===== src/rtl/bgd_pkg.sv =====
package bgd_pkg;

    // Configuration register indexes.
    localparam logic [7:0] CFG_ENABLED       = 8'd0;
    localparam logic [7:0] CFG_DEBOUNCE_MS   = 8'd1;
    localparam logic [7:0] CFG_DOUBLE_GAP_MS = 8'd2;
    localparam logic [7:0] CFG_LONG_PRESS_MS = 8'd3;

    // Register values after reset.
    localparam logic [15:0] DEBOUNCE_RESET   = 16'd25;
    localparam logic [15:0] DOUBLE_GAP_RESET = 16'd400;
    localparam logic [15:0] LONG_PRESS_RESET = 16'd2000;

    // One result item.
    typedef struct packed {
        logic pressed;
        logic long_press;
        logic double_tap;
        logic single_tap;
    } t_result;

endpackage


===== src/rtl/button_gesture_detector.sv =====
// An accepted input item passes through the input register and then the result register to reach the master side.
// Throughput: one item per clock while the master side accepts results; the state update
// for a poll completes in the single compute stage, so the next poll can follow directly behind it.
// Reset (i_rst_n low, synchronous): the button is taken as released, all gesture
// state is cleared, the block is disabled and the timing registers return to 25/400/2000 ms.
module button_gesture_detector #(
    parameter int TIME_WIDTH = 32
) (
    input  logic                   i_clk,
    input  logic                   i_rst_n,
    // Input stream. tdata: [31:0] now_ms, [32] raw_pressed, [39:33] zero.
    input  logic                   i_s_tvalid,
    output logic                   o_s_tready,
    input  logic [39:0]            i_s_tdata,
    // Result stream. tdata: [0] single_tap, [1] double_tap, [2] long_press,
    // [3] pressed, [7:4] zero.
    output logic                   o_m_tvalid,
    input  logic                   i_m_tready,
    output logic [7:0]             o_m_tdata,
    // Configuration write channel.
    input  logic                   i_cfg_valid,
    output logic                   o_cfg_ready,
    input  logic [7:0]             i_cfg_index,
    input  logic [15:0]            i_cfg_data
);
    import bgd_pkg::*;

    localparam int TW = TIME_WIDTH;

    // Configuration registers.
    logic        r_enabled;
    logic [15:0] r_debounce_ms;
    logic [15:0] r_double_gap_ms;
    logic [15:0] r_long_press_ms;

    // Input register stage.
    logic          r_in_valid;
    logic [TW-1:0] r_in_now;
    logic          r_in_raw;

    // Gesture state.
    logic          r_last_raw,       n_last_raw;
    logic          r_stable_level,   n_stable_level;
    logic [TW-1:0] r_settle_start,   n_settle_start;
    logic          r_awaiting,       n_awaiting;
    logic [TW-1:0] r_first_release,  n_first_release;
    logic [TW-1:0] r_single_deadline, n_single_deadline;
    logic [TW-1:0] r_press_start,    n_press_start;
    logic          r_long_fired,     n_long_fired;

    // Result register stage.
    logic    r_out_valid;
    t_result r_out, n_out;

    logic advance;

    // Configuration writes are always taken; the user must send them only while idle; nothing enforces it.
    assign o_cfg_ready = 1'b1;

    always_ff @(posedge i_clk) begin
        if (!i_rst_n) begin
            r_enabled       <= 1'b0;
            r_debounce_ms   <= DEBOUNCE_RESET;
            r_double_gap_ms <= DOUBLE_GAP_RESET;
            r_long_press_ms <= LONG_PRESS_RESET;
        end else if (i_cfg_valid) begin
            unique case (i_cfg_index)
                CFG_ENABLED:       r_enabled       <= i_cfg_data[0];
                CFG_DEBOUNCE_MS:   r_debounce_ms   <= i_cfg_data;
                CFG_DOUBLE_GAP_MS: r_double_gap_ms <= i_cfg_data;
                CFG_LONG_PRESS_MS: r_long_press_ms <= i_cfg_data;
                default: ;  // Indexes beyond the register list are ignored.
            endcase
        end
    end

    // The compute stage moves when it holds an item and the result register is free
    // or is being emptied in this cycle. The input register refills behind it.
    assign advance    = r_in_valid && (!r_out_valid || i_m_tready);
    assign o_s_tready = !r_in_valid || advance;

    // The timestamp is zero-extended and then cut to the internal time width on the way in.
    logic [63:0] now_ext;
    assign now_ext = {32'b0, i_s_tdata[31:0]};

    always_ff @(posedge i_clk) begin
        if (!i_rst_n) begin
            r_in_valid <= 1'b0;
        end else if (o_s_tready) begin
            r_in_valid <= i_s_tvalid;
        end
    end

    always_ff @(posedge i_clk) begin
        if (o_s_tready && i_s_tvalid) begin
            r_in_now <= now_ext[TW-1:0];
            r_in_raw <= i_s_tdata[32];
        end
    end

    // Time values widened to the internal time width for compares and the deadline sum.
    logic [63:0]   debounce_ext, gap_ext, long_ext;
    logic [TW-1:0] debounce_t, gap_t, long_t;
    assign debounce_ext = {48'b0, r_debounce_ms};
    assign gap_ext      = {48'b0, r_double_gap_ms};
    assign long_ext     = {48'b0, r_long_press_ms};
    assign debounce_t   = debounce_ext[TW-1:0];
    assign gap_t        = gap_ext[TW-1:0];
    assign long_t       = long_ext[TW-1:0];

    // Wrap-around differences from the current time; all arithmetic is modulo 2^TW.
    logic [TW-1:0] since_deadline, since_press, since_settle, since_release;
    assign since_deadline = r_in_now - r_single_deadline;
    assign since_press    = r_in_now - r_press_start;
    assign since_settle   = r_in_now - r_settle_start;

    // Pending-tap state after the single tap check, which the release logic sees.
    logic          single_fire, long_fire;
    logic          aw_mid;
    logic [TW-1:0] frt_mid, sd_mid;
    logic          lf_mid;

    assign since_release = r_in_now - frt_mid;

    always_comb begin
        // A deadline of zero means no tap is pending.
        single_fire = (r_single_deadline != '0) && r_awaiting && !since_deadline[TW-1];
        aw_mid  = single_fire ? 1'b0 : r_awaiting;
        frt_mid = single_fire ? '0   : r_first_release;
        sd_mid  = single_fire ? '0   : r_single_deadline;

        // A press that settled at time zero never turns into a long press.
        long_fire = r_stable_level && !r_long_fired && (r_press_start != '0) &&
                    (since_press >= long_t);
        lf_mid = r_long_fired || long_fire;
    end

    always_comb begin
        n_last_raw        = r_last_raw;
        n_stable_level    = r_stable_level;
        n_settle_start    = r_settle_start;
        n_awaiting        = r_awaiting;
        n_first_release   = r_first_release;
        n_single_deadline = r_single_deadline;
        n_press_start     = r_press_start;
        n_long_fired      = r_long_fired;
        n_out             = '0;

        if (r_enabled) begin
            n_awaiting        = aw_mid;
            n_first_release   = frt_mid;
            n_single_deadline = sd_mid;
            n_long_fired      = lf_mid;
            n_out.single_tap  = single_fire;
            n_out.long_press  = long_fire;

            if (r_in_raw != r_last_raw) begin
                // Any raw change restarts the settle timer.
                n_last_raw     = r_in_raw;
                n_settle_start = r_in_now;
            end else if ((since_settle >= debounce_t) && (r_stable_level != r_in_raw)) begin
                n_stable_level = r_in_raw;
                if (!r_stable_level) begin
                    n_press_start = r_in_now;
                end else begin
                    priority if (lf_mid) begin
                        // Release after a long press ends it quietly.
                        n_long_fired      = 1'b0;
                        n_awaiting        = 1'b0;
                        n_first_release   = '0;
                        n_single_deadline = '0;
                    end else if (aw_mid && (frt_mid != '0) && (since_release < gap_t)) begin
                        n_out.double_tap  = 1'b1;
                        n_awaiting        = 1'b0;
                        n_first_release   = '0;
                        n_single_deadline = '0;
                    end else begin
                        // First release: arm the single tap deadline.
                        n_first_release   = r_in_now;
                        n_awaiting        = 1'b1;
                        n_single_deadline = r_in_now + gap_t;
                    end
                    n_press_start = '0;
                end
            end
            n_out.pressed = n_stable_level;
        end
    end

    always_ff @(posedge i_clk) begin
        if (!i_rst_n) begin
            r_last_raw        <= 1'b0;
            r_stable_level    <= 1'b0;
            r_settle_start    <= '0;
            r_awaiting        <= 1'b0;
            r_first_release   <= '0;
            r_single_deadline <= '0;
            r_press_start     <= '0;
            r_long_fired      <= 1'b0;
        end else if (advance) begin
            r_last_raw        <= n_last_raw;
            r_stable_level    <= n_stable_level;
            r_settle_start    <= n_settle_start;
            r_awaiting        <= n_awaiting;
            r_first_release   <= n_first_release;
            r_single_deadline <= n_single_deadline;
            r_press_start     <= n_press_start;
            r_long_fired      <= n_long_fired;
        end
    end

    always_ff @(posedge i_clk) begin
        if (!i_rst_n) begin
            r_out_valid <= 1'b0;
        end else if (advance) begin
            r_out_valid <= 1'b1;
        end else if (i_m_tready) begin
            r_out_valid <= 1'b0;
        end
    end

    always_ff @(posedge i_clk) begin
        if (advance) begin
            r_out <= n_out;
        end
    end

    assign o_m_tvalid = r_out_valid;
    assign o_m_tdata  = {4'b0, r_out};

`ifndef NO_ASSERTIONS
    // A single tap clears the pending tap, so a double tap cannot follow in the same poll.
    a_tap_exclusive: assert property (@(posedge i_clk) disable iff (!i_rst_n)
        r_out_valid |-> !(r_out.single_tap && r_out.double_tap))
        else $error("single and double tap reported together");

    // A long press fired in a poll swallows the release in that same poll.
    a_long_no_double: assert property (@(posedge i_clk) disable iff (!i_rst_n)
        r_out_valid |-> !(r_out.long_press && r_out.double_tap))
        else $error("long press and double tap reported together");

    // Long press can only be latched while the settled level is pressed.
    a_long_needs_press: assert property (@(posedge i_clk) disable iff (!i_rst_n)
        r_long_fired |-> r_stable_level)
        else $error("long press latched while released");

    // With no tap pending, the release time and the deadline are both cleared.
    a_pending_clear: assert property (@(posedge i_clk) disable iff (!i_rst_n)
        !r_awaiting |-> (r_single_deadline == '0) && (r_first_release == '0))
        else $error("stale pending tap data");
`endif

endmodule

===== config.mk =====
export PLATFORM = sky130hd
export DESIGN_NAME = button_gesture_detector
export DESIGN_NICKNAME = d
export VERILOG_FILES = /design/src/rtl/bgd_pkg.sv /design/src/rtl/button_gesture_detector.sv
export SDC_FILE = /design/constraint.sdc
export NUM_CORES = 1
export LEC_CHECK = 0
export BUFFER_PORTS_ARGS = -buffer_cell sky130_fd_sc_hd__buf_2
export CAP_MARGIN = 20
export CORE_MARGIN = 5
export CORE_UTILIZATION = 30
export CTS_CLUSTER_SIZE = 20
export DETAILED_ROUTE_END_ITERATION = 8
export GPL_ROUTABILITY_DRIVEN = 0
export HOLD_SLACK_MARGIN = 0.1
export SETUP_SLACK_MARGIN = 0.5
export SLEW_MARGIN = 20
export SYNTH_ARGS = -nofsm -noshare
export SYNTH_HDL_FRONTEND = slang
export SYNTH_SLANG_ARGS = --single-unit

===== constraint.sdc =====
create_clock -name i_clk -period 9 [get_ports i_clk]
set_clock_uncertainty 0.1 [all_clocks]
set_input_delay 0.9 -clock i_clk [delete_from_list [all_inputs] [get_ports i_clk]]
set_output_delay 0.9 -clock i_clk [all_outputs]
set_load 0.1 [all_outputs]

==> impl_metrics.env, run 1 <==
export IMPL_antenna_found_initial=0
export IMPL_ys_seq_elements=220
export IMPL_setup_ws_ns=1.47
export IMPL_switching_share_pct=29.0
export IMPL_p_per_area_mw_per_mm2=134
export IMPL_hp_class="register to register"
export IMPL_p_leak_nw=7.10
export IMPL_row_count=87
export IMPL_place_area_mm2=0.0182
export IMPL_arrival_ns=7.84
export IMPL_slew_headroom_pct=27.9
export IMPL_yosysWarnings=0
export IMPL_drv_slew=0
export IMPL_ys_top_cells_by_area="dfxtp_1, ha_1, a21oi_1"
export IMPL_cts_resized=0
export IMPL_ios=80
export IMPL_clockPowerShare_pct=41.3
export IMPL_die_area_mm2=0.0618
export IMPL_startpoint_type="register"
export IMPL_p_comb_share_pct=18.8
export IMPL_grt_pass1_wl_um=81700
export IMPL_cp_slowest_cell="mux2i_4"
export IMPL_place_ws_ns=1.51
export IMPL_grt_pass1_vias=15403
export IMPL_firstDrtPassIters=6
export IMPL_die_height_um=249
export IMPL_yosysMostFrequentCell="nand2_1"
export IMPL_syn_avg_cell_area_um2=7.84
export IMPL_fin_area_mm2=0.0191
export IMPL_status="completed"
export IMPL_grt_ovfl_total=0
export IMPL_multi_input_area_mm2=0.0111
export IMPL_cp_top_family="simple AND/OR/NAND/NOR gates"
export IMPL_setup_viol=0
export IMPL_rsz0062_at_grt="false"
export IMPL_max_stage_delay_ns=0.51
export IMPL_top_usage_layer="met2"
export IMPL_wl_um=51700
export IMPL_wl_per_cell_um=17.3
export IMPL_async_flop_share_pct=0
export IMPL_synthTopCellsByCount="nand2_1, a21oi_1, inv_1, ha_1, dfxtp_1"
export IMPL_switchingPower_w=0.000744
export IMPL_drive_gt1_share_pct=8.91
export IMPL_grt_met1_usage_pct=20.7
export IMPL_grt_max_degree=66
export IMPL_cts_tree="yes"
export IMPL_track_usage_pct=15.6
export IMPL_seq_area_frac_synth_pct=28.0
export IMPL_setup_tns_ns=0
export IMPL_seqPwrFrac_pct=39.8
export IMPL_num_fill_cells=5958
export IMPL_cts_sinks=220
export IMPL_required_ns=9.32
export IMPL_synthesis_area_mm2=0.0171
export IMPL_die_width_um=249
export IMPL_htree_levels=1
export IMPL_via_per_inst=5.42
export IMPL_synth_edf_count=37
export IMPL_yosys_area_top_type_share_pct=21.5
export IMPL_fin_crit_ns=7.53
export IMPL_synth_cell_types=86
export IMPL_route_detailed_drc=0
export IMPL_synth_area_leader_cell="dfxtp_1"
export IMPL_path_buf_inv=2
export IMPL_cts_root_buf="clkbuf_16"
export IMPL_utilization_pct=33.9
export IMPL_gr_usage_met3_pct=1.20
export IMPL_crit_type="register to register"
export IMPL_crit_fanout=65
export IMPL_worstSkewPairLatency_ns=0.57
export IMPL_ys_flop_type="dfxtp_1"
export IMPL_endpoint_kind="register"
export IMPL_seq_area_mm2=0.00477
export IMPL_tightestPinTransition_ns=1.08
export IMPL_max_vdd_ir_drop_v=0.000126
export IMPL_ant_nets=0
export IMPL_max_freq_mhz=133
export IMPL_fin_nets=2475
export IMPL_clk_transition_reported_paths_ns=0.06
export IMPL_gr_usage_met2_pct=27.7
export IMPL_cts_setup_buffers=0
export IMPL_maxCapViolations=0
export IMPL_syn_inst=2178
export IMPL_io_buffers=67
export IMPL_hold_buffers=0
export IMPL_syn_to_final_growth_pct=11.8
export IMPL_core_mm2=0.0564
export IMPL_start_util_pct=30.3
export IMPL_drt_initial_drc_count=1079
export IMPL_place_hpwl_um=39400
export IMPL_clk_path_buf_depth=3
export IMPL_hold_viol=0
export IMPL_p_int_w=0.00182
export IMPL_period_share_pct=83.6
export IMPL_antenna_cells=0
export IMPL_via_count=16200
export IMPL_cts_made_buffers=25
==> power by group through the flow <==
stage / logic (W) / registers, W / clock network, W
6_report: 0.000483 / 0.00102 / 0.00106
5_1_grt: 0.000530 / 0.00102 / 0.00112
4_1_cts: 0.000477 / 0.00102 / 0.00108
3_5_place_dp: 0.000474 / 0.00104 / 0
3_3_place_gp: 0.000465 / 0.00104 / 0
2_1_floorplan: 0.000326 / 0.00106 / 0
==> cells in the final DEF (no fill, tap or decap), drive strengths merged, types with 71 or more instances in the layout <==
master,synthesis,routed
dfxtp,183,183
nand2,264,264
o21ai,107,107
nor2,119,119
ha,188,188
nand3,74,74
inv,201,203
o22ai,71,71
buf,26,111
a21oi,223,223
==> logic make-up after synthesis <==
kind of cell               Yosys count  share of synthesized area, %
adders and majority gates          192                          14.2
AOI/OAI and AO/OA                  612                          23.0
buffers and inverters              307                          7.33
other                                2                        0.0440
xor gates and xnor gates            96                          4.92
and+or+nand+nor                    723                          20.9
muxes                               26                          1.57
DFF                                220                          28.0
==> area by class of cell <==
type | count | share of cell area, %
multi-input cells | 1654 | 58.1
flip-flops and latches | 220 | 25.0
well taps | 756 | 4.95
inverters | 202 | 3.98
clock buffers | 36 | 3.82
repair buffers | 111 | 3.55
clock inverters | 10 | 0.636
==> sequential cells by signal (all words and copies together) (netlist names), 16 cells and up <==
register           cells
r_single_deadline     32
r_settle_start        32
r_first_release       32
r_long_press_ms       16
r_double_gap_ms       16
r_in_now              32
r_press_start         32
r_debounce_ms         16
==> through the flow <==
step	cells	total power [W]	hold slack (ns)
floorplan	2181	0.00138	0.336
global placement	2943	0.00151	0.343
detailed placement	2943	0.00152	0.348
CTS	2989	0.00258	0.356
global route	2989	0.00267	0.374
finish	2989	0.00256	0.354
==> worst reg2reg max path, delay by kind of cell, from the launching register on <==
kind / cells / cell delay (ns)
compound gates: 7 / 1.52
xor+xnor: 1 / 0.15
fa+ha+maj: 3 / 0.89
buf+inv: 2 / 0.45
flops: 1 / 0.37
mux: 1 / 0.51
simple gates: 15 / 3.42
==> metal layers <==
metal  share of wire [%]  vias up
met5                   0        -
met4                 2.4        0
met3                 4.9       94
met2                  48      503
met1                  45     7676
li1                    -     7927
==> worst paths after layout <==
path | start | endpoint | slack (ns) | cells past startpoint
worst max-delay path | r_in_now[22] | r_single_deadline[1] | 1.47 | 29
worst min-delay path | r_settle_start[12] | r_settle_start[12] | 0.35 | 2
worst max register to register | r_in_now[22] | r_single_deadline[1] | 1.47 | 29
worst min register to register | r_settle_start[12] | r_settle_start[12] | 0.35 | 2
(Power assumes the default switching activity.)
==> inputs of run 2 (changes only) <==
--- a/config.mk
+++ b/config.mk
@@ -5,6 +5,7 @@
 export SDC_FILE = /design/constraint.sdc
 export NUM_CORES = 1
 export LEC_CHECK = 0
+export ABC_AREA = 1
 export BUFFER_PORTS_ARGS = -buffer_cell sky130_fd_sc_hd__buf_2
 export CAP_MARGIN = 20
 export CORE_MARGIN = 5
==> constraint.sdc (replaced) <==
create_clock -name i_clk -period 6.8 [get_ports i_clk]
set_clock_uncertainty 0.1 [all_clocks]
set_input_delay 0.68 -clock i_clk [delete_from_list [all_inputs] [get_ports i_clk]]
set_output_delay 0.68 -clock i_clk [all_outputs]
set_load 0.1 [all_outputs]
==> run 2 against run 1 <==
Net effect:
- synthesized area up 11%
- sequential power up 32%
- sequential cell count unchanged
- cell area up 11%
- non-clock buffer count up 8
- worst setup slack worse by 0.39 ns
- power up 34%
- synthesized cell count up 37%
- critical endpoint is now r_single_deadline[3]
- largest power group unchanged
- highest routed layer unchanged
==> impl_metrics.env, run 2 <==
export IMPL_status="completed"
export IMPL_grt_pass1_vias=18165
export IMPL_grt_pass1_wl_um=98700
export IMPL_syn_to_final_growth_pct=12.0
export IMPL_hp_class="primary input to register"
export IMPL_switching_share_pct=31.6
export IMPL_place_hpwl_um=48200
export IMPL_max_vdd_ir_drop_v=0.000230
export IMPL_r2r_slack_ns=1.08
export IMPL_p_per_area_mw_per_mm2=162
export IMPL_via_per_inst=4.98
export IMPL_hold_viol=0
export IMPL_row_count=92
export IMPL_required_ns=7.18
export IMPL_cts_root_buf="clkbuf_16"
export IMPL_drv_slew=0
export IMPL_tightestPinTransition_ns=1.08
export IMPL_track_usage_pct=17.9
export IMPL_ant_nets=0
export IMPL_hold_buffers=0
export IMPL_place_ws_ns=0.720
export IMPL_async_flop_share_pct=0
export IMPL_reg2reg_from="r_in_now[14]"
export IMPL_arrival_ns=6.10
export IMPL_core_mm2=0.0629
export IMPL_slew_headroom_pct=27.4
export IMPL_drive_gt1_share_pct=6.18
export IMPL_setup_viol=0
export IMPL_synth_area_leader_cell="dfxtp_1"
export IMPL_p_int_w=0.00236
export IMPL_antenna_cells=0
export IMPL_ios=80
export IMPL_wl_per_cell_um=16.2
export IMPL_route_detailed_drc=0
export IMPL_syn_inst=2987
export IMPL_final_cell_mix="nand2_1, inv_1, a21oi_1"
export IMPL_drt_initial_drc_count=1585
export IMPL_layout_commonest_cell="nand2_1"
export IMPL_cts_sinks=220
export IMPL_rsz0062_at_grt="false"
export IMPL_yosysWarnings=0
export IMPL_io_buffers=67
export IMPL_ys_seq_elements=220
export IMPL_setup_tns_ns=0
export IMPL_firstDrtPassIters=5
export IMPL_grt_max_degree=77
export IMPL_max_freq_mhz=175
export IMPL_yosysMostFrequentCell="nand2_1"
export IMPL_seq_area_frac_synth_pct=25.2
export IMPL_endpoint_kind="register"
export IMPL_utilization_pct=33.8
export IMPL_synthesis_area_mm2=0.0190
export IMPL_clockPowerShare_pct=41.0
export IMPL_yosys_area_top_type_share_pct=19.3
export IMPL_max_stage_delay_ns=0.49
export IMPL_die_height_um=261
export IMPL_setup_ws_ns=1.08
export IMPL_rr_endpoint="r_single_deadline[3]"
export IMPL_fin_area_mm2=0.0212
export IMPL_fin_crit_ns=5.72
export IMPL_start_util_pct=30.2
export IMPL_cp_common_cell="nand2_1"
export IMPL_p_comb_share_pct=19.7
export IMPL_cp_slowest_cell="edfxtp_1"
export IMPL_crit_type="register to register"
export IMPL_die_area_mm2=0.0684
export IMPL_rr_worst_depth=37
export IMPL_startpoint_type="register"
export IMPL_synth_edf_count=37
export IMPL_p_leak_nw=9.79
export IMPL_period_share_pct=84.1
export IMPL_maxCapViolations=0
export IMPL_synthTopCellsByCount="nand2_1, inv_1, a21oi_1, nor2_1, ha_1"
export IMPL_htree_levels=1
export IMPL_grt_ovfl_total=0
export IMPL_ys_top_cells_by_area="dfxtp_1, nand2_1, ha_1"
export IMPL_via_count=19418
export IMPL_switchingPower_w=0.00109
export IMPL_clk_path_buf_depth=3
export IMPL_cts_tree="yes"
export IMPL_place_area_mm2=0.0203
export IMPL_crit_fanout=8
export IMPL_die_width_um=261
export IMPL_cts_made_buffers=28
export IMPL_cp_top_family="simple AND/OR/NAND/NOR gates"
export IMPL_antenna_found_initial=1
export IMPL_fin_nets=3297
export IMPL_ys_flop_type="dfxtp_1"
export IMPL_path_buf_inv=2
export IMPL_syn_avg_cell_area_um2=6.35
export IMPL_hold_end="r_in_now[10]"
export IMPL_worstSkewPairLatency_ns=0.58
export IMPL_wl_um=63200
export IMPL_worstHoldStart="i_s_tdata[10]"
export IMPL_clk_transition_reported_paths_ns=0.06
export IMPL_seqPwrFrac_pct=39.3
export IMPL_holdPathStages=1
export IMPL_synth_cell_types=50
-- run 2: cell families (layout without fill, tap and decap cells) --
group,after synthesis,count (layout),share of synthesized area (%)
AO/OA/AOI/OAI,520,520,15.2
XOR/XNOR,80,80,3.69
adder cells (fa/ha/maj),192,192,12.8
buffers and inverters,549,613,11.4
flip-flops,220,220,25.2
other,2,5,0.0396
AND/OR/NAND/NOR,1424,1426,31.7
-- run 2: layout make-up --
type / count / area (um2)
multi-input combinational: 2223 / 12100
fill: 7005 / 41600
tap: 846 / 1060
sequential: 220 / 4770
clock inverter: 12 / 85.1
clock buffer: 38 / 769
timing repair buffer: 119 / 751
inverter: 444 / 1670
-- run 2: through the flow --
stage	total power, W	hold slack [ns]	cells
6_report	0.00344	0.175	3902
5_1_grt	0.00362	0.153	3902
4_1_cts	0.00347	0.147	3898
3_5_place_dp	0.00205	0.352	3848
3_3_place_gp	0.00204	0.346	3848
2_1_floorplan	0.00184	0.333	2990
-- run 2: how the worst max path moves through the flow --
stage | from | end | slack [ns] | cells after the start
final | r_in_now[14] | r_single_deadline[3] | 1.08 | 37
after floorplan | r_in_now[14] | r_first_release[19] | 1.34 | 38
after global placement | r_in_now[14] | r_single_deadline[17] | 0.74 | 33
after global routing | r_in_now[14] | r_single_deadline[31] | 0.53 | 35
after detailed placement | r_in_now[14] | r_single_deadline[26] | 0.72 | 33
after CTS | r_in_now[14] | r_single_deadline[29] | 0.71 | 33
-- run 2: power groups by stage --
stage	clock network [W]	logic, W	registers, W
floorplan	0	0.000445	0.00140
global placement	0	0.000660	0.00138
detailed placement	0	0.000663	0.00138
CTS	0.00145	0.000667	0.00135
global route	0.00150	0.000760	0.00135
finish	0.00141	0.000677	0.00135
-- run 2: metal layers --
| metal | global-route usage (%) | vias to the layer above | part of all wire, % |
|---|---|---|---|
| li1 | - | 9933 | - |
| met1 | 24.2 | 8898 | 45 |
| met2 | 30.3 | 495 | 47 |
| met3 | 1.75 | 92 | 5.5 |
| met4 | 5.23 | 0 | 2.7 |
| met5 | 0 | - | 0 |
-- run 2: what timing repair did --
| item | in CTS | in global routing |
|---|---|---|
| setup buffers | 0 | 2 |
| gates resized for setup | 0 | 15 |
| setup endpoints to repair | 0 | 66 |
==> inputs of run 3 (changes only) <==
==> constraint.sdc (replaced) <==
create_clock -name i_clk -period 5.62 [get_ports i_clk]
set_clock_uncertainty 0.1 [all_clocks]
set_input_delay 0.562 -clock i_clk [delete_from_list [all_inputs] [get_ports i_clk]]
set_output_delay 0.562 -clock i_clk [all_outputs]
set_load 0.1 [all_outputs]
==> run 3 against run 2 <==
Net effect:
- power up 29%
- routed wire length increased by 4.6%
- utilization rose by 4.0 points
- maximum frequency is 6.4% higher
- sequential cell count did not move
- largest cell class unchanged
- worst setup slack got worse by 0.84 ns
- critical endpoint is now r_single_deadline[13]
- register-to-register slack worse by 0.84 ns
==> impl_metrics.env, run 3 (synthesis gave the netlist of run 2 again) <==
export IMPL_grt_pass1_vias=18908
export IMPL_firstDrtPassIters=5
export IMPL_worstSkewPairLatency_ns=0.58
export IMPL_placed_cells=3951
export IMPL_ios=80
export IMPL_track_usage_pct=18.3
export IMPL_grt_pass1_wl_um=101000
export IMPL_period_share_pct=95.7
export IMPL_wl_um=66100
export IMPL_start_util_pct=30.2
export IMPL_via_per_inst=4.95
export IMPL_drv_slew=0
export IMPL_maxCapViolations=0
export IMPL_max_vdd_ir_drop_v=0.000223
export IMPL_max_freq_mhz=186
export IMPL_clk_transition_reported_paths_ns=0.06
export IMPL_grt_ovfl_total=0
export IMPL_setup_tns_ns=0
export IMPL_p_per_area_mw_per_mm2=186
export IMPL_ant_nets=0
export IMPL_startpoint_type="register"
export IMPL_place_ws_ns=-0.139
export IMPL_antenna_found_initial=0
export IMPL_fin_hold_ws_ns=0.153
export IMPL_drt_initial_drc_count=1424
export IMPL_status="completed"
export IMPL_setup_viol=0
export IMPL_p_leak_nw=10.9
export IMPL_arrival_ns=5.70
export IMPL_clk_path_buf_depth=3
export IMPL_endpoint_kind="register"
export IMPL_fin_cells=4081
export IMPL_wl_per_cell_um=16.2
export IMPL_required_ns=5.94
export IMPL_grt_max_degree=66
export IMPL_drive_gt1_share_pct=14.5
export IMPL_cts_tree="yes"
export IMPL_setup_ws_ns=0.242
export IMPL_cp_slowest_cell="edfxtp_1"
export IMPL_layout_commonest_cell="nand2_1"
export IMPL_tightestPinTransition_ns=1.03
export IMPL_row_count=92
export IMPL_cp_common_cell="nand2_4"
export IMPL_crit_fanout=8
export IMPL_cts_sinks=220
export IMPL_crit_type="register to register"
export IMPL_cts_made_buffers=28
export IMPL_syn_to_final_growth_pct=25.2
export IMPL_io_buffers=67
export IMPL_cts_root_buf="clkbuf_16"
export IMPL_max_stage_delay_ns=0.46
export IMPL_die_width_um=261
export IMPL_antenna_cells=0
export IMPL_rsz0062_at_grt="true"
export IMPL_via_count=20221
export IMPL_fin_nets=3474
export IMPL_route_detailed_drc=0
export IMPL_core_mm2=0.0629
export IMPL_slew_headroom_pct=30.8
export IMPL_hp_class="primary input to register"
export IMPL_htree_levels=1
export IMPL_die_area_mm2=0.0684
export IMPL_die_height_um=261
export IMPL_final_cell_mix="nand2_1, inv_1, a21oi_1"
export IMPL_hold_viol=0
export IMPL_fin_crit_ns=5.38
export IMPL_place_hpwl_um=49000
==> run 3: cell types whose count changed in the layout (fill, tap and decap cells not counted), sizes merged <==
cell         previous run  this run
clkbuf                 38        43
inv                   442       441
bufinv                  0         1
clkinvlp                2         3
buf                   119       259
dlygate4sd3             0        33
==> run 3: power by group <==
group | switching (W) | total (W) | internal (W)
sequential | 0.0000169 | 0.00164 | 0.00162
clock | 0.000779 | 0.00184 | 0.00106
combinational | 0.000595 | 0.000950 | 0.000354
==> run 3: critical path: cells and delay by family, from the launching register on <==
| family | cells | cell delay, ns |
|---|---|---|
| buffers and inverters | 5 | 0.70 |
| AOI/OAI and AO/OA | 4 | 0.63 |
| adders and majority gates | 3 | 0.87 |
| DFF | 1 | 0.46 |
| and+or+nand+nor | 25 | 2.30 |
| xor gates and xnor gates | 1 | 0.15 |
==> run 3: cell type report <==
class,instances,area (um2)
Fill cell,6763,39100
Sequential cell,220,4780
Multi-Input combinational cell,2223,12900
Clock buffer,39,815
Timing Repair Buffer,296,2390
Clock inverter,13,118
Tap cell,846,1060
Inverter,444,1670
==> run 3: timing repair <==
item	CTS	global route
endpoints found under the setup margin	66	98
endpoints found under the hold margin	33	0
resized for setup	88	108
pin swaps	35	81
setup buffers	17	18
hold buffers	33	0
cloned	6	3
==> run 3: path summary, 6_finish.rpt <==
check / startpoint / end / slack [ns] / cells past startpoint
worst max register to register: r_in_now[11] / r_single_deadline[13] / 0.24 / 38
worst min register to register: r_settle_start[21] / r_settle_start[21] / 0.36 / 2
worst max-delay path: r_in_now[11] / r_single_deadline[13] / 0.24 / 38
worst min-delay path: i_cfg_data[9] / r_long_press_ms[9] / 0.15 / 3
==> run 3: per-layer routing <==
layer / vias up / part of all wire, % / global-route usage, %
li1: 10273 / - / -
met1: 9305 / 44 / 23.7
met2: 522 / 49 / 32.4
met3: 121 / 4.9 / 1.73
met4: 0 / 2.9 / 5.08
met5: - / 0 / 0
==> run 3: stage by stage <==
| stage | power, W | util (%) | instance area, um2 |
|---|---|---|---|
| floorplan | 0.00223 | - | 19000 |
| global placement | 0.00251 | 33.6 | 21100 |
| detailed placement | 0.00251 | 33.6 | 21100 |
| CTS | 0.00441 | 36.6 | 23000 |
| global route | 0.00463 | 37.8 | 23800 |
| finish | 0.00443 | 37.8 | 23800 |
